### src/sv/crfe_pkg.sv
package crfe_pkg;

  // Default screen geometry.
  localparam int DEF_SCREEN_WIDTH  = 320;
  localparam int DEF_SCREEN_HEIGHT = 200;

  // Field widths of the item channels.
  localparam int ACTION_W = 2;
  localparam int SCOORD_W = 11;
  localparam int SPAN_W   = 10;
  localparam int COLOR_W  = 8;
  localparam int RADDR_W  = 16;

  // Clipped coordinates fit in 10 bits because neither screen dimension exceeds 1024.
  localparam int XY_W   = 10;
  // Unclipped rectangle edges run from -1024 to 2046.
  localparam int EDGE_W = 12;

  // Command queue between the front and the back end.
  localparam int QUEUE_DEPTH = 4;

  typedef enum logic [ACTION_W-1:0] {
    ACT_CLEAR   = 2'd0,
    ACT_FILL    = 2'd1,
    ACT_OUTLINE = 2'd2,
    ACT_READ    = 2'd3
  } crfe_action_t;

  typedef enum logic [1:0] {
    CMD_NOP,
    CMD_CLEAR,
    CMD_BOX,
    CMD_READ
  } crfe_cmd_kind_t;

  typedef enum logic [1:0] {
    EDGE_TOP,
    EDGE_BOTTOM,
    EDGE_LEFT,
    EDGE_RIGHT
  } crfe_edge_t;

  // One unit of back-end work. resp marks the command that finishes an item.
  typedef struct packed {
    crfe_cmd_kind_t       kind;
    logic                 resp;
    logic [XY_W-1:0]      x0;
    logic [XY_W-1:0]      x1;
    logic [XY_W-1:0]      y0;
    logic [XY_W-1:0]      y1;
    logic [COLOR_W-1:0]   color;
    logic [RADDR_W-1:0]   addr;
  } crfe_cmd_t;

  typedef enum logic {
    F_IDLE,
    F_EMIT
  } crfe_front_state_t;

  typedef enum logic [2:0] {
    B_IDLE,
    B_CLEAR,
    B_BOX,
    B_RDATA,
    B_DONE
  } crfe_back_state_t;

endpackage

### src/sv/crfe_queue.sv
module crfe_queue (
  input  logic                clk,
  input  logic                rst_n,
  input  crfe_pkg::crfe_cmd_t push_data,
  input  logic                push_valid,
  output logic                push_ready,
  output crfe_pkg::crfe_cmd_t pop_data,
  output logic                pop_valid,
  input  logic                pop
);
  import crfe_pkg::*;

  localparam int PTR_W = (QUEUE_DEPTH > 1) ? $clog2(QUEUE_DEPTH) : 1;
  localparam int CNT_W = $clog2(QUEUE_DEPTH + 1);

  crfe_cmd_t        slot_r [QUEUE_DEPTH];
  logic [PTR_W-1:0] wr_ptr_r, rd_ptr_r;
  logic [CNT_W-1:0] count_r;
  logic             do_push, do_pop;

  assign push_ready = (count_r != CNT_W'(QUEUE_DEPTH));
  assign pop_valid  = (count_r != '0);
  assign pop_data   = slot_r[rd_ptr_r];
  assign do_push    = push_valid && push_ready;
  assign do_pop     = pop && pop_valid;

  always_ff @(posedge clk) begin
    if (!rst_n) begin
      wr_ptr_r <= '0;
      rd_ptr_r <= '0;
      count_r  <= '0;
    end else begin
      if (do_push) begin
        wr_ptr_r <= (wr_ptr_r == PTR_W'(QUEUE_DEPTH - 1)) ? '0 : wr_ptr_r + 1'b1;
      end
      if (do_pop) begin
        rd_ptr_r <= (rd_ptr_r == PTR_W'(QUEUE_DEPTH - 1)) ? '0 : rd_ptr_r + 1'b1;
      end
      if (do_push && !do_pop) begin
        count_r <= count_r + 1'b1;
      end else if (do_pop && !do_push) begin
        count_r <= count_r - 1'b1;
      end
    end
  end

  always_ff @(posedge clk) begin
    if (do_push) begin
      slot_r[wr_ptr_r] <= push_data;
    end
  end

endmodule

### config.mk
export PLATFORM = sky130hd
export DESIGN_NAME = crfe_queue
export DESIGN_NICKNAME = d
export VERILOG_FILES = /design/src/sv/crfe_pkg.sv /design/src/sv/crfe_queue.sv
export SDC_FILE = /design/constraint.sdc
export NUM_CORES = 1
export LEC_CHECK = 0
export ABC_AREA = 1
export BUFFER_PORTS_ARGS = -buffer_cell sky130_fd_sc_hd__buf_2
export CORE_ASPECT_RATIO = 0.8
export CORE_MARGIN = 4
export CORE_UTILIZATION = 57
export DETAILED_ROUTE_END_ITERATION = 8
export HOLD_SLACK_MARGIN = 0.1
export PLACE_DENSITY_LB_ADDON = 0.15
export REMOVE_ABC_BUFFERS = 1
export SLEW_MARGIN = 20
export SYNTH_ARGS = -nofsm -noshare
export SYNTH_HDL_FRONTEND = slang
export SYNTH_SLANG_ARGS = --single-unit
### constraint.sdc
create_clock -name clk -period 4.3 [get_ports clk]
set_input_delay 0.215 -clock clk [delete_from_list [all_inputs] [get_ports clk]]
set_output_delay 0.215 -clock clk [all_outputs]
set_load 0.005 [all_outputs]
==> reports/metrics.csv <==
metric,value,unit
CP max FO,134,
sequential area share after synthesis,78.90,%
Worst-Margin Slew,1.018,ns
vias in the first global route,6736,
Gate Count Post-Synth,718,
"Avg Cell Area, Syn",14.52,sq um
clk buf depth,3,
Clk pwr share,29.9,%
Port Buf Inserts,139,
post-synthesis register bit count,277,
FP Rows,43,
Startpoint Class,register,
Yosys warning count,0,
die height,129.0,um
critical path capture point type,output pin,
Flop pwr share,45.9,%
Final Hold Viols,0,
Worst Hold Class,in2reg,
unrepaired setup endpoints after global routing,no,
Final setup viols,0,
# H-tree levels,1,
fin crit period,2.961,ns
critical path cell sequence,inv_6 > o21ai_0 > o22ai_1 > buf_2,
Slew Limit Headroom,31.98,%
Worst Path Required,4.09,ns
Clock Skews,0.009816,ns
status,finished clean,
CTS-repair resized insts,0,
Max Cap Viol,0,
vias per inst,5.650,
CP max stage cell,dfxtp_4,
Final Util,72.57,%
Layout area overhead,22.80,%
setup ws final,1.339,ns
RD Place Congestion,0.7474,
clock-pin slew on the worst setup and hold paths,0.06,ns
fraction of registers with async set/reset,0,%
WL per Instance,19.39,um
Synth cell types,22,
most frequent cells in the layout,"268 x edfxtp_1, 147 x nor2_1, 139 x buf_2",
Root Buffer,clkbuf_16,
pin count of the biggest net entering global routing,135,
largest stage delay on the critical path,0.84,ns
Synth area leaders,"edfxtp_1 77%, o21ai_0 6.4%, nor2_1 5.4%",
final WL,22660,um
initial antenna violation count,1,
routed vias,6605,
pins over their slew limit,0,
Max VDD drop,0.0003972,V
# IOs,140,
first-pass GRT wire length,36180,um
sw frac,29.48,%
CP arrival,2.75,ns
pre-CTS WS,1.705,ns
Internal,5277,uW
LEAKAGE,0.004580,uW
Final Cycle Share,68.85,%
# DRC,0,
net switching power,2206,uW
"most common cell after layout, fill and taps aside",edfxtp_1,
CTS buffer count,27,
share of layout cells above drive strength 1,20.36,%
Antenna Nets Post-Route,0,
Logic pwr share,24.2,%
CTS tree,done,
gr ovfl total,0,
share of the synthesized area in the top cell type,77.17,%
CP Class,reg2out,
Die W,159.2,um
Buffers & Inverters on Critical Path,2,
critical path's top delay family,flip-flops,
DP HPWL,12130,um
Starting DRT DRC Count,603,
# Post-CTS Setup Buffers,0,
core area,17650,sq um
"Primary FF master, synth",edfxtp_1,
DR pass1 iterations,5,
hold_buf cts,71,
Total Die Area,20540,sq um
initial core utilization,59.10,%
leading area contributor after synthesis,edfxtp_1,
clk_lat worst skew,0.52,ns
Final nets,1002,
"Cell Area, Synth",10430,sq um
FMAX,0.3378,GHz
Pwr Density,584.4,nW/um^2
setup_tns,0,ns
Post-synth EDFFs,268,
All-Layer GR Usage,22.16,%
CTS Sinks,277,
## final cells by class
type	count	area (sq um)
Antenna cell	1	2.502
Tap cell	225	281.5
Clock buffer	33	698.2
Inverter	17	71.32
Clock inverter	15	141.4
Sequential cell	277	8233
Multi-Input combinational cell	381	1877
Timing Repair Buffer	220	1501
Fill cell	1142	4841
## cell families (layout without fill, tap and decap cells)
| family | after synthesis | count (layout) | synth area share (%) |
|---|---|---|---|
| AND/OR/NAND/NOR | 169 | 169 | 6.155 |
| flip-flops | 277 | 277 | 78.90 |
| other | 0 | 1 | 0 |
| adder cells (fa/ha/maj) | 7 | 7 | 0.9118 |
| AO/OA/AOI/OAI | 205 | 205 | 10.64 |
| buffers and inverters | 60 | 285 | 3.395 |
## worst paths after layout
kind	startpoint	endpoint	slack [ns]	depth (start not counted)
max	register	pop_data[9]	1.34	4
min	push_valid	wr_ptr_r[0]$_SDFFE_PN0P_	0.35	4
max reg2reg	count_r[1]$_SDFFE_PN0P_	slot_r[0][32]$_DFFE_PP_	1.76	5
min reg2reg	count_r[0]$_SDFFE_PN0P_	count_r[0]$_SDFFE_PN0P_	0.54	2
## registers in the layout (all words and copies together), names as in the netlist, named ones only
signal / flops
wr_ptr_r: 2
rd_ptr_r: 2
slot_r: 268
count_r: 3
## power by group through the flow
stage / registers [uW] / logic (uW) / clock network, uW
after floorplan: 3520 / 882 / 0
after global placement: 3480 / 1700 / 0
after detailed placement: 3490 / 1760 / 0
after CTS: 3440 / 1820 / 2280
after global routing: 3470 / 2020 / 2410
final: 3440 / 1810 / 2240
## worst min-delay path: stages
cell	delay [ns]
buf_2	0.10
nand2_1	0.26
nor2_1	0.18
nor2_1	0.06
## per-stage QoR
step                std cells  power, uW  hold slack [ns]  instance area, sq um
floorplan                 675       4405           0.3139                 10140
global placement         1048       5179           0.4252                 11220
detailed placement       1048       5248           0.4313                 11230
CTS                      1167       7536           0.3510                 12780
global route             1169       7896           0.3956                 12810
finish                   1169       7484           0.3503                 12810
## synth_stat cells (all sizes together) (2+ instances only)
library cell    n
edfxtp        268
nor2          151
o21ai         136
o22ai          67
buf            25
clkbuf         18
inv            17
nand2          15
dfxtp           9
ha              6
a21oi           2
## layer usage
| metal | track usage, % | share of wire, % | up-vias |
|---|---|---|---|
| met5 | 0 | 0 | - |
| met4 | 5.357 | 1.9 | 0 |
| li1 | - | - | 3094 |
| met1 | 30.24 | 43 | 3240 |
| met3 | 4.451 | 6.0 | 37 |
| met2 | 37.65 | 49 | 234 |
Note: power is estimated with default switching activity, not from simulation.
