`config.mk`:
```
export PLATFORM = sky130hd
export DESIGN_NAME = crfe_front_flat
export DESIGN_NICKNAME = d
export VERILOG_FILES = /design/src/sv/crfe_pkg.sv /design/src/sv/crfe_if.sv /design/src/sv/crfe_front.sv /design/src/flat_wrapper.sv
export SDC_FILE = /design/constraint.sdc
export NUM_CORES = 1
export LEC_CHECK = 0
export BUFFER_PORTS_ARGS = -buffer_cell sky130_fd_sc_hd__buf_4
export CAP_MARGIN = 20
export CORE_ASPECT_RATIO = 0.75
export CORE_MARGIN = 2
export CORE_UTILIZATION = 45
export CTS_CLUSTER_SIZE = 8
export DETAILED_ROUTE_END_ITERATION = 16
export GPL_TIMING_DRIVEN = 1
export PLACE_DENSITY = 0.7
export SYNTH_ARGS = -nofsm -noshare
export SYNTH_HDL_FRONTEND = slang
export SYNTH_SLANG_ARGS = --single-unit
```
`constraint.sdc`:
```
create_clock -name clk -period 13.1 [get_ports clk]
set_clock_uncertainty 0.15 [all_clocks]
set_input_delay 1.31 -clock clk [delete_from_list [all_inputs] [get_ports clk]]
set_output_delay 1.31 -clock clk [all_outputs]
set_load 0.01 [all_outputs]
```
`src/sv/crfe_pkg.sv`:
```
package crfe_pkg;

  // Default screen geometry.
  localparam int DEF_SCREEN_WIDTH  = 320;
  localparam int DEF_SCREEN_HEIGHT = 200;

  // Field widths of the item channels.
  localparam int ACTION_W = 2;
  localparam int SCOORD_W = 11;
  localparam int SPAN_W   = 10;
  localparam int COLOR_W  = 8;
  localparam int RADDR_W  = 16;

  // Clipped coordinates fit in 10 bits because neither screen dimension exceeds 1024.
  localparam int XY_W   = 10;
  // Unclipped rectangle edges run from -1024 to 2046.
  localparam int EDGE_W = 12;

  // Command queue between the front and the back end.
  localparam int QUEUE_DEPTH = 4;

  typedef enum logic [ACTION_W-1:0] {
    ACT_CLEAR   = 2'd0,
    ACT_FILL    = 2'd1,
    ACT_OUTLINE = 2'd2,
    ACT_READ    = 2'd3
  } crfe_action_t;

  typedef enum logic [1:0] {
    CMD_NOP,
    CMD_CLEAR,
    CMD_BOX,
    CMD_READ
  } crfe_cmd_kind_t;

  typedef enum logic [1:0] {
    EDGE_TOP,
    EDGE_BOTTOM,
    EDGE_LEFT,
    EDGE_RIGHT
  } crfe_edge_t;

  // One unit of back-end work. resp marks the command that finishes an item.
  typedef struct packed {
    crfe_cmd_kind_t       kind;
    logic                 resp;
    logic [XY_W-1:0]      x0;
    logic [XY_W-1:0]      x1;
    logic [XY_W-1:0]      y0;
    logic [XY_W-1:0]      y1;
    logic [COLOR_W-1:0]   color;
    logic [RADDR_W-1:0]   addr;
  } crfe_cmd_t;

  typedef enum logic {
    F_IDLE,
    F_EMIT
  } crfe_front_state_t;

  typedef enum logic [2:0] {
    B_IDLE,
    B_CLEAR,
    B_BOX,
    B_RDATA,
    B_DONE
  } crfe_back_state_t;

endpackage

```
`src/sv/crfe_if.sv`:
```
interface crfe_in_if;
  import crfe_pkg::*;

  logic                       valid;
  logic                       ready;
  logic [ACTION_W-1:0]        action;
  logic signed [SCOORD_W-1:0] left_x;
  logic signed [SCOORD_W-1:0] top_y;
  logic [SPAN_W-1:0]          rect_width;
  logic [SPAN_W-1:0]          rect_height;
  logic [COLOR_W-1:0]         pixel_color;
  logic [RADDR_W-1:0]         read_address;

  modport source (
    output valid, action, left_x, top_y, rect_width, rect_height, pixel_color, read_address,
    input  ready
  );

  modport sink (
    input  valid, action, left_x, top_y, rect_width, rect_height, pixel_color, read_address,
    output ready
  );
endinterface


```
`src/sv/crfe_front.sv`:
```
module crfe_front #(
  parameter int SCREEN_WIDTH  = crfe_pkg::DEF_SCREEN_WIDTH,
  parameter int SCREEN_HEIGHT = crfe_pkg::DEF_SCREEN_HEIGHT
) (
  input  logic               clk,
  input  logic               rst_n,
  crfe_in_if.sink            in_ch,
  input  logic               init_done,
  output crfe_pkg::crfe_cmd_t push_data,
  output logic               push_valid,
  input  logic               push_ready
);
  import crfe_pkg::*;

  localparam logic signed [EDGE_W-1:0] X_MAX = EDGE_W'(SCREEN_WIDTH - 1);
  localparam logic signed [EDGE_W-1:0] Y_MAX = EDGE_W'(SCREEN_HEIGHT - 1);

  crfe_front_state_t          state_r, state_nxt;
  crfe_action_t               act_r;
  crfe_edge_t                 edge_r;
  logic signed [SCOORD_W-1:0] lx_r, ty_r;
  logic [SPAN_W-1:0]          w_r, h_r;
  logic [COLOR_W-1:0]         color_r;
  logic [RADDR_W-1:0]         addr_r;

  logic                       accept;
  logic                       last;
  logic                       empty;
  logic signed [EDGE_W-1:0]   lx_e, ty_e, rx_e, by_e;
  logic signed [EDGE_W-1:0]   xa, xb, ya, yb;
  logic signed [EDGE_W-1:0]   x0c, x1c, y0c, y1c;

  assign accept = in_ch.valid && in_ch.ready;

  // Rectangle edges and the box for the current command.
  always_comb begin
    lx_e = EDGE_W'(lx_r);
    ty_e = EDGE_W'(ty_r);
    rx_e = lx_e + $signed({2'b00, w_r});
    by_e = ty_e + $signed({2'b00, h_r});
    xa   = lx_e;
    xb   = rx_e;
    ya   = ty_e;
    yb   = by_e;
    if (act_r == ACT_OUTLINE) begin
      case (edge_r)
        EDGE_TOP:    yb = ty_e;
        EDGE_BOTTOM: ya = by_e;
        EDGE_LEFT:   xb = lx_e;
        default:     xa = rx_e;
      endcase
    end
    x0c   = xa[EDGE_W-1] ? '0 : xa;
    x1c   = (xb > X_MAX) ? X_MAX : xb;
    y0c   = ya[EDGE_W-1] ? '0 : ya;
    y1c   = (yb > Y_MAX) ? Y_MAX : yb;
    empty = (x0c > x1c) || (y0c > y1c);
    last  = (act_r != ACT_OUTLINE) || (edge_r == EDGE_RIGHT);
  end

  always_comb begin
    push_data.resp  = last;
    push_data.x0    = x0c[XY_W-1:0];
    push_data.x1    = x1c[XY_W-1:0];
    push_data.y0    = y0c[XY_W-1:0];
    push_data.y1    = y1c[XY_W-1:0];
    push_data.color = color_r;
    push_data.addr  = addr_r;
    unique case (act_r)
      ACT_CLEAR: push_data.kind = CMD_CLEAR;
      ACT_READ:  push_data.kind = CMD_READ;
      default:   push_data.kind = empty ? CMD_NOP : CMD_BOX;
    endcase
  end

  // Next state.
  always_comb begin
    state_nxt = state_r;
    unique case (state_r)
      F_IDLE: if (accept) state_nxt = F_EMIT;
      F_EMIT: if (push_ready && last) state_nxt = F_IDLE;
      default: state_nxt = F_IDLE;
    endcase
  end

  // State outputs.
  always_comb begin
    in_ch.ready = (state_r == F_IDLE) && init_done;
    push_valid  = (state_r == F_EMIT);
  end

  always_ff @(posedge clk) begin
    if (!rst_n) begin
      state_r <= F_IDLE;
    end else begin
      state_r <= state_nxt;
    end
  end

  always_ff @(posedge clk) begin
    if (accept) begin
      act_r   <= crfe_action_t'(in_ch.action);
      lx_r    <= in_ch.left_x;
      ty_r    <= in_ch.top_y;
      w_r     <= in_ch.rect_width;
      h_r     <= in_ch.rect_height;
      color_r <= in_ch.pixel_color;
      addr_r  <= in_ch.read_address;
      edge_r  <= EDGE_TOP;
    end else if (push_valid && push_ready && !last) begin
      edge_r  <= crfe_edge_t'(edge_r + 2'd1);
    end
  end

endmodule

```
`src/flat_wrapper.sv`:
```
// flat-port wrapper written by rule: the top's interface ports become plain ports
module crfe_front_flat import crfe_pkg::*;
#(
  parameter int SCREEN_WIDTH  = crfe_pkg::DEF_SCREEN_WIDTH,
  parameter int SCREEN_HEIGHT = crfe_pkg::DEF_SCREEN_HEIGHT
)
  (clk, rst_n, init_done, push_data, push_valid, push_ready, in_ch_valid, in_ch_action, in_ch_left_x, in_ch_top_y, in_ch_rect_width, in_ch_rect_height, in_ch_pixel_color, in_ch_read_address, in_ch_ready);
  crfe_in_if in_ch_i ();
  input  logic clk;
  input  logic rst_n;
  input  logic init_done;
  output crfe_pkg::crfe_cmd_t push_data;
  output logic push_valid;
  input  logic push_ready;
  input wire logic [$bits(in_ch_i.valid)-1:0] in_ch_valid;
  input wire logic [$bits(in_ch_i.action)-1:0] in_ch_action;
  input wire logic [$bits(in_ch_i.left_x)-1:0] in_ch_left_x;
  input wire logic [$bits(in_ch_i.top_y)-1:0] in_ch_top_y;
  input wire logic [$bits(in_ch_i.rect_width)-1:0] in_ch_rect_width;
  input wire logic [$bits(in_ch_i.rect_height)-1:0] in_ch_rect_height;
  input wire logic [$bits(in_ch_i.pixel_color)-1:0] in_ch_pixel_color;
  input wire logic [$bits(in_ch_i.read_address)-1:0] in_ch_read_address;
  output wire logic [$bits(in_ch_i.ready)-1:0] in_ch_ready;
  assign in_ch_i.valid = in_ch_valid;
  assign in_ch_i.action = in_ch_action;
  assign in_ch_i.left_x = in_ch_left_x;
  assign in_ch_i.top_y = in_ch_top_y;
  assign in_ch_i.rect_width = in_ch_rect_width;
  assign in_ch_i.rect_height = in_ch_rect_height;
  assign in_ch_i.pixel_color = in_ch_pixel_color;
  assign in_ch_i.read_address = in_ch_read_address;
  assign in_ch_ready = in_ch_i.ready;
  crfe_front #(.SCREEN_WIDTH(SCREEN_WIDTH), .SCREEN_HEIGHT(SCREEN_HEIGHT)) u_core (.clk(clk), .rst_n(rst_n), .in_ch(in_ch_i), .init_done(init_done), .push_data(push_data), .push_valid(push_valid), .push_ready(push_ready));
endmodule
```
==> flow_summary.toml, run 1 <==
[critical_path]
cp.arrival_ns = 5.36
cp-start-kind = "flop"
crit_type = "reg -> out"
r2r_cells = 3
critical_path_required_ns = 11.64
crit_path_max_fanout = 17
end_kind = "output pin"

[detailed_routing]
drt_iter0_markers = 233
avgViaCountPerCell = 5.48
drtAntennaViolNets = 0
wirelength_um = 12200
vias = 4015
wire_per_inst_um = 16.6
firstDrtPassIters = 5
route.detailed.drc = 0

[die]
die_w_um = 123
dieArea_sq_um = 11400
rows = 32
die_h_um = 93.1
io_pins = 142
initial_core_util_pct = 46.3
core_area_sq_um = 10300

[grt]
overflow = 0
grt_max_degree = 40
antenna_found_initial = 0
grt_pass1_wl_um = 19100
grt_use_total_pct = 21.6
grt_pass1_vias = 3757

[timing]
finalWorstSetupSlack_ns = 6.28
finalHoldViolations = 0
setup_viol = 0
max_freq_mhz = 147
finalSetupTns_ns = 0
slew_headroom_pct = 46.1
layout_min_cycle_time_ns = 6.82
tightestPinTransition_ns = 0.808
rsz0062_at_grt = "false"
fin_crit_sh_pct = 52.1
slew_viol_final = 0

[place]
numPortBuffers = 141
finalWeightedCongestion = 0.938
post-place-ws_ns = 6.70
dp_hpwl_um = 9360

[hold_path]
hold_path_depth = 2
min_path_type = "reg -> reg"

[cts]
clk_latency_ns = 0.33
cts_sinks = 71
ctsResizeCount = 0
postCtsSetupRepairBufs = 0
cts_root_buf = "clkbuf_16"
clk_path_buf_depth = 2
postCtsHoldBufs = 0
cts_buffers = 9
h-tree-depth = 3
clk_pin_slew_worst_paths_ns = 0.06
cts_tree = "yes"

[cells_and_area]
area.growth.synth_to_final_pct = 31.3
n_fill_cell = 841
drive_gt1_share_pct = 29.0
final_util_pct = 60.8
num_antenna_cells = 0
layout_commonest_cell = "buf_4"
fin_nets = 716
final_cell_mix = "142 x buf_4, 68 x edfxtp_1, 52 x nand2_1"

[logic_synthesis]
synth-seq-cells = 71
yosysSeqAreaShare_pct = 44.1
syn_nets = 580
async_flop_share_pct = 0
avgSynthCellArea_sq_um = 10.4
synth_top_flop_cell = "edfxtp_1"
syn_inst = 456
synth_warnings = 0
synthDistinctLibCells = 60
synth_edf_count = 68
syn_area_sq_um = 4760

[run]
maxCapViolations = 0

[power_and_ir_drop]
powerDensity_nw_per_um2 = 114
power.leakage_nw = 2.71
vdd_ir_drop_max_uv = 114
power_uw = 716

[run_status]
outcome = "completed"
-- where the power goes --
part | switching, mW | total, mW | internal, mW
sequential | 0.00606 | 0.267 | 0.261
clock | 0.0953 | 0.283 | 0.187
combinational | 0.0891 | 0.166 | 0.0771
total | 0.190 | 0.716 | 0.526
-- worst max-delay path, cell delays in order (launching register included) --
cell	delay (ns)
edfxtp_1	0.41
ha_1	0.27
fa_1	0.45
a211oi_2	0.29
nor2_1	0.12
o311ai_1	0.41
nor2b_1	0.27
a21o_1	0.15
a221o_1	0.46
o2111ai_1	0.21
ha_1	0.37
a211oi_1	0.24
o2111ai_1	0.15
a221oi_1	0.31
nor2_1	0.11
a2111oi_0	0.41
a32o_1	0.25
buf_4	0.13
-- routing by layer --
| layer | GRT usage [%] | up-vias | routed length (um) |
|---|---|---|---|
| met5 | 0 | - | 0 |
| met4 | 6.03 | 0 | 110 |
| met3 | 6.16 | 7 | 933 |
| met2 | 30.2 | 158 | 5180 |
| met1 | 32.5 | 1871 | 5960 |
| li1 | - | 1979 | - |
-- state kept, by name (all words and copies together), names as in the netlist --
name,cells
u_core.push_valid,1
u_core.edge_r,2
u_core.lx_r,11
u_core.ty_r,11
u_core.h_r,10
u_core.w_r,10
u_core.color_r,8
u_core.addr_r,16
u_core.act_r,2
-- synth_stat cells, types with 4 or more instances --
cell type / n / share of area, %
a211oi_1: 11 / 1.7
a21o_1: 10 / 1.6
a21oi_1: 28 / 2.9
and2_1: 6 / 0.79
and3_1: 5 / 0.66
clkbuf_1: 11 / 0.87
edfxtp_1: 68 / 43
ha_1: 49 / 13
inv_1: 15 / 1.2
mux2i_1: 8 / 1.7
nand2_1: 52 / 4.1
nand2b_1: 7 / 0.92
nand3_1: 15 / 1.6
nand4_1: 8 / 1.1
nor2_1: 35 / 2.8
nor2b_1: 13 / 1.7
nor3_1: 6 / 0.63
o211ai_1: 6 / 0.95
o21ai_0: 17 / 1.8
o21ai_1: 4 / 0.42
o21bai_1: 5 / 0.79
o31ai_1: 4 / 0.63
or2_2: 4 / 0.53
xnor2_1: 5 / 0.92
xor2_1: 11 / 2.0
-- worst paths after layout --
kind	startpoint	endpoint	slack (ns)
max	u_core.lx_r[0]	push_data[66]	6.28
min	u_core.push_valid	u_core.push_valid	0.41
max reg2reg	u_core.push_valid	u_core.color_r[7]	10.84
min reg2reg	u_core.push_valid	u_core.push_valid	0.41
-- final cells by class --
cell class / instances / area, sq um / share of cell area (%)
clock buffers: 10 / 229 / 3.66
well taps: 136 / 170 / 2.72
repair buffers: 142 / 1070 / 17.0
clock inverters: 6 / 116 / 1.86
flip-flops and latches: 71 / 2100 / 33.6
multi-input cells: 353 / 2520 / 40.2
inverters: 15 / 56.3 / 0.900
-- kinds of logic after synthesis --
| kind of cell | after synthesis | share of synthesized area (%) |
|---|---|---|
| and+or+nand+nor | 164 | 16.9 |
| AOI/OAI and AO/OA | 114 | 17.5 |
| DFF | 71 | 44.1 |
| adders and majority gates | 51 | 13.7 |
| buffers and inverters | 32 | 3.10 |
| xor gates and xnor gates | 16 | 2.94 |
| muxes | 8 | 1.68 |
-- through the flow --
step                instance area [sq um]  hold slack (ns)  instances
finish                               6260            0.407        733
global route                         6260            0.482        733
CTS                                  6260            0.409        733
detailed placement                   5910            0.402        717
global placement                     5910            0.403        717
floorplan                            4760            0.393        456
(Power assumes the default switching activity.)
==> inputs of run 2 (changes only) <==
Settings changed: PLACE_DENSITY 0.7 to 0.73.
Clock period 13.1 ns to 5.67 ns, I/O delays scaled along.
==> run 2 against run 1 <==
Sequential share of layout area fell by 0.44 points. Total power up 120%. Worst hold slack lost 0.15 ns. Critical path type unchanged.
==> flow_summary.toml, run 2 (same netlist as run 1, synthesis figures left out) <==
[detailed_routing]
avgViaCountPerCell = 5.52
vias = 4094
route.detailed.drc = 0
drt_iter0_markers = 345
firstDrtPassIters = 6
wire_per_inst_um = 16.8
wirelength_um = 12400
drtAntennaViolNets = 0

[timing]
finalHoldViolations = 0
setup_viol = 0
finalSetupTns_ns = 0
whs_ns = 0.255
tightestPinTransition_ns = 0.791
max_freq_mhz = 183
fin_crit_sh_pct = 96.3
layout_min_cycle_time_ns = 5.46
slew_headroom_pct = 47.3
slew_viol_final = 0

[cts]
clk_latency_ns = 0.33
h-tree-depth = 3
clk_pin_slew_worst_paths_ns = 0.06
cts_root_buf = "clkbuf_16"
cts_tree = "yes"
cts_sinks = 71
clk_path_buf_depth = 2
cts_buffers = 9

[place]
numPortBuffers = 141
finalWeightedCongestion = 0.936
dp_hpwl_um = 9670

[critical_path]
crit_type = "reg -> out"
path_buf_inv = 2
max_stage_delay_ns = 0.43
critical_path_required_ns = 4.95
cp.arrival_ns = 4.74
crit_path_max_fanout = 7
cp-start-kind = "flop"
path_cells = "ha_2 > fa_2 > a211oi_2 > nor2_1 > o311ai_2 > nand3b_1 > a2111oi_4 > o31ai_4 > buf_4 > o2111a_1 > ha_1 > nand4_1 > o2111ai_1 > a221oi_1 > nor2_1 > a2111oi_2 > a32o_2 > buf_4"
end_kind = "output pin"
critical-path-top-delay-family = "compound AO/OA/AOI/OAI gates"
cp_slowest_cell = "edfxtp_1"

[grt]
grt_max_degree = 38
overflow = 0
antenna_found_initial = 0
grt_pass1_vias = 3893
grt_use_total_pct = 22.0
grt_pass1_wl_um = 19400

[cells_and_area]
drive_gt1_share_pct = 31.7
regMostFlops = "u_core.addr_r"
fin_nets = 724
area.growth.synth_to_final_pct = 33.0
final_cell_mix = "150 x buf_4, 68 x edfxtp_1, 52 x nand2_1"
num_antenna_cells = 0
top_regs = "u_core.addr_r: 16 flops, u_core.lx_r: 11 flops, u_core.ty_r: 11 flops"
layout_commonest_cell = "buf_4"
n_fill_cell = 856
largest_reg_flops = 16

[power_and_ir_drop]
seqPwrFrac_pct = 38.7
vdd_ir_drop_max_uv = 219
power_mw = 1.60
power.leakage_nw = 2.74
p_int_mw = 1.15
p_clk_share_pct = 35.6
power_frac_comb_pct = 25.7
swShare_pct = 28.0
p_switching_uw = 447
powerDensity_nw_per_um2 = 252

[die]
initial_core_util_pct = 46.3
io_pins = 142
die_w_um = 123
rows = 32
core_area_sq_um = 10300
die_h_um = 93.1
dieArea_sq_um = 11400

[run]
maxCapViolations = 0

[run_status]
outcome = "completed"

[hold_path]
min_path_type = "in -> reg"
[run 2: cell count changes in the layout (fill, tap and decap cells not counted), sizes merged]
cell / delta
bufinv: -2
clkbuf: +1
inv: -1
clkinvlp: +2
buf: +8
[run 2: routing by layer]
layer	wire (um)	track usage [%]	vias up
li1	-	-	2005
met5	0	0	-
met1	5690	32.0	1885
met3	1180	5.55	9
met2	5460	32.3	195
met4	112	6.03	0
[run 2: path summary, 6_finish.rpt]
path | startpoint | end | slack, ns | cells past startpoint
max | u_core.lx_r[0] | push_data[66] | 0.21 | 18
min | in_ch_rect_width[5] | u_core.w_r[5] | 0.25 | 1
max reg2reg | u_core.push_valid | u_core.ty_r[1] | 3.42 | 3
min reg2reg | u_core.push_valid | u_core.push_valid | 0.42 | 2
[run 2: final cells by class]
class                   count  area [sq um]  share of cell area [%]
multi-input cells         353          2580                    40.7
flip-flops and latches     71          2100                    33.2
repair buffers            150          1130                    17.8
clock buffers              11           243                    3.83
well taps                 136           170                    2.68
clock inverters             5          58.8                   0.928
inverters                  15          56.3                   0.888
[run 2: power groups by stage]
stage / Sequential (mW) / Clock (mW) / Combinational (mW)
3_3_place_gp: 0.627 / 0 / 0.379
4_1_cts: 0.618 / 0.581 / 0.396
5_1_grt: 0.620 / 0.601 / 0.448
6_report: 0.618 / 0.568 / 0.411
3_5_place_dp: 0.628 / 0 / 0.385
2_1_floorplan: 0.629 / 0 / 0.236
[run 2: repair_timing]
action | in CTS | in global routing
gates resized for setup | 4 | 10
endpoints found under the setup margin | 1 | 1
buffers inserted | 3 | 1
hold endpoints to repair | 0 | 0
pin swaps | 4 | 6
hold buffers | 0 | 0
[run 2: through the flow]
stage | std cells | utilization [%] | setup WS (ns) | instance area (sq um)
after detailed placement | 721 | 57.7 | 0.162 | 5940
after global routing | 741 | 61.6 | -0.0187 | 6340
final | 741 | 61.6 | 0.209 | 6340
after CTS | 740 | 61.1 | 0.0307 | 6290
after global placement | 721 | 57.7 | 0.268 | 5940
after floorplan | 456 | - | 0.686 | 4760
==> inputs of run 3 (changes only) <==
==> constraint.sdc (replaced) <==
create_clock -name clk -period 5.67 [get_ports clk]
set_clock_uncertainty 0.15 [all_clocks]
set_input_delay 0 -clock clk [delete_from_list [all_inputs] [get_ports clk]]
set_output_delay 0 -clock clk [all_outputs]
set_load 0.01 [all_outputs]
==> run 3 against run 2 <==
Non-clock buffer count increased by 69. Worst hold slack worse by 0.022 ns. Critical path depth decreased by 1. First-iteration DRC count is 20% higher. Count of clock-buffer cells in the layout down 1. Sequential cell count unchanged. Via count grew 7.5%. Die area is the same. Combinational power grew 8.0%. Critical endpoint unchanged.
==> flow_summary.toml, run 3 (same netlist as run 1, synthesis figures left out) <==
[run_status]
outcome = "completed"

[power_and_ir_drop]
vdd_ir_drop_max_uv = 209
power.leakage_nw = 3.01
powerDensity_nw_per_um2 = 232

[timing]
layout_min_cycle_time_ns = 5.30
finalHoldViolations = 0
fin_crit_sh_pct = 93.5
tightestPinTransition_ns = 0.828
setup_viol = 0
max_freq_mhz = 189
finalWorstSetupSlack_ns = 0.369
slew_viol_final = 0
finalSetupTns_ns = 0
rsz0062_at_grt = "false"
slew_headroom_pct = 44.8

[cells_and_area]
top_regs = "u_core.addr_r: 16 flops, u_core.lx_r: 11 flops, u_core.ty_r: 11 flops"
area.growth.synth_to_final_pct = 46.5
num_antenna_cells = 0
seq_area_sq_um = 2100
layout_commonest_cell = "buf_4"
n_fill_cell = 786
regMostFlops = "u_core.addr_r"
largest_reg_flops = 16
drive_gt1_share_pct = 26.9
multiInputGateArea_sq_um = 2540
final_cell_mix = "148 x buf_4, 71 x dlygate4sd3_1, 68 x edfxtp_1"
fin_nets = 793

[detailed_routing]
avgViaCountPerCell = 5.43
wire_per_inst_um = 17.1
route.detailed.drc = 0
drt_iter0_markers = 415
wl_met3_um = 1240
firstDrtPassIters = 7
wirelength_um = 13800
vias = 4400
wl_met1_um = 6080
drtAntennaViolNets = 0
highest_layer = "met4"
dr_wl_met2_um = 6230

[grt]
grt_use_total_pct = 24.7
grt_max_degree = 38
grt_pass1_wl_um = 21900
antenna_found_initial = 0
overflow = 0
grt_pass1_vias = 4396

[critical_path]
critical_path_required_ns = 5.52
critPathLaunch = "u_core.lx_r[0]"
cp.arrival_ns = 5.15
r2r_start = "u_core.push_valid"
crit_type = "reg -> out"
end_kind = "output pin"
cp-start-kind = "flop"
crit_path_max_fanout = 12

[cts]
cts_root_buf = "clkbuf_16"
h-tree-depth = 3
clk_latency_ns = 0.33
cts_tree = "yes"
cts_buffers = 9
clk_pin_slew_worst_paths_ns = 0.07
cts_sinks = 71
clk_path_buf_depth = 2

[die]
rows = 32
io_pins = 142
core_area_sq_um = 10300
die_h_um = 93.1
dieArea_sq_um = 11400
die_w_um = 123
initial_core_util_pct = 46.3

[run]
maxCapViolations = 0

[place]
numPortBuffers = 141
post-place-ws_ns = 0.608
finalWeightedCongestion = 0.933
dp_hpwl_um = 9510

[hold_path]
hold_start = "init_done"
min_path_type = "in -> out"
==> run 3: changes by cell type in the layout (fill, tap and decap cells not counted), moves of 2 or more <==
cell	delta
a211oi_2	-2
buf_4	-2
dlygate4sd3_1	+71
ha_1	+2
ha_2	-2
a211oi_1	+2
inv_6	+2
==> run 3: final timing paths <==
path                       end  slack [ns]  cells after the start
min                in_ch_ready        0.23                      3
max              push_data[66]        0.37                     17
max reg2reg  u_core.addr_r[15]        3.34                      3
min reg2reg   u_core.edge_r[1]        0.48                      2
==> run 3: where the power goes <==
group          internal, mW  switching, mW  total [mW]
Combinational         0.219          0.225       0.444
Clock                 0.315          0.240       0.555
Sequential            0.603         0.0147       0.618
==> run 3: routing by layer <==
| layer | up-vias | track usage [%] |
|---|---|---|
| met5 | - | 0 |
| met4 | 0 | 7.57 |
| met3 | 25 | 7.01 |
| met2 | 185 | 37.8 |
| met1 | 2052 | 34.0 |
| li1 | 2138 | - |
==> run 3: through the flow <==
stage | util, % | hold WS, ns | instance area [sq um] | instances | power, mW
after detailed placement | 57.6 | 0.0293 | 5930 | 719 | 1.01
after floorplan | - | -0.0511 | 4760 | 456 | 0.864
after global routing | 67.8 | 0.234 | 6980 | 810 | 1.69
after global placement | 57.6 | 0.0279 | 5930 | 719 | 1.00
after CTS | 67.3 | 0.213 | 6930 | 806 | 1.61
final | 67.8 | 0.232 | 6980 | 810 | 1.62
==> run 3: area by class of cell <==
cell class	count	area share, %
repair buffers	219	26.1
flip-flops and latches	71	30.1
well taps	136	2.44
clock buffers	10	3.42
inverters	15	0.807
clock inverters	6	0.753
multi-input cells	353	36.3
==> run 3: worst max-delay path, cell delays in order (launching register included) <==
cell,delay (ns)
edfxtp_1,0.42
ha_1,0.27
fa_1,0.45
a211oi_2,0.27
nor2_1,0.12
o31ai_1,0.29
xor2_1,0.25
a211oi_1,0.11
o31ai_4,0.45
o2111ai_1,0.20
ha_1,0.36
a211oi_1,0.26
o2111ai_1,0.16
a221oi_1,0.31
nor2_1,0.11
a2111oi_0,0.38
a32o_1,0.27
buf_4,0.13
==> run 3: timing repair <==
item / in CTS / in global routing
gates resized for setup: 0 / 2
setup endpoints to repair: 0 / 1
hold endpoints to repair: 70 / 0
hold buffers: 71 / 0
setup buffers: 0 / 4
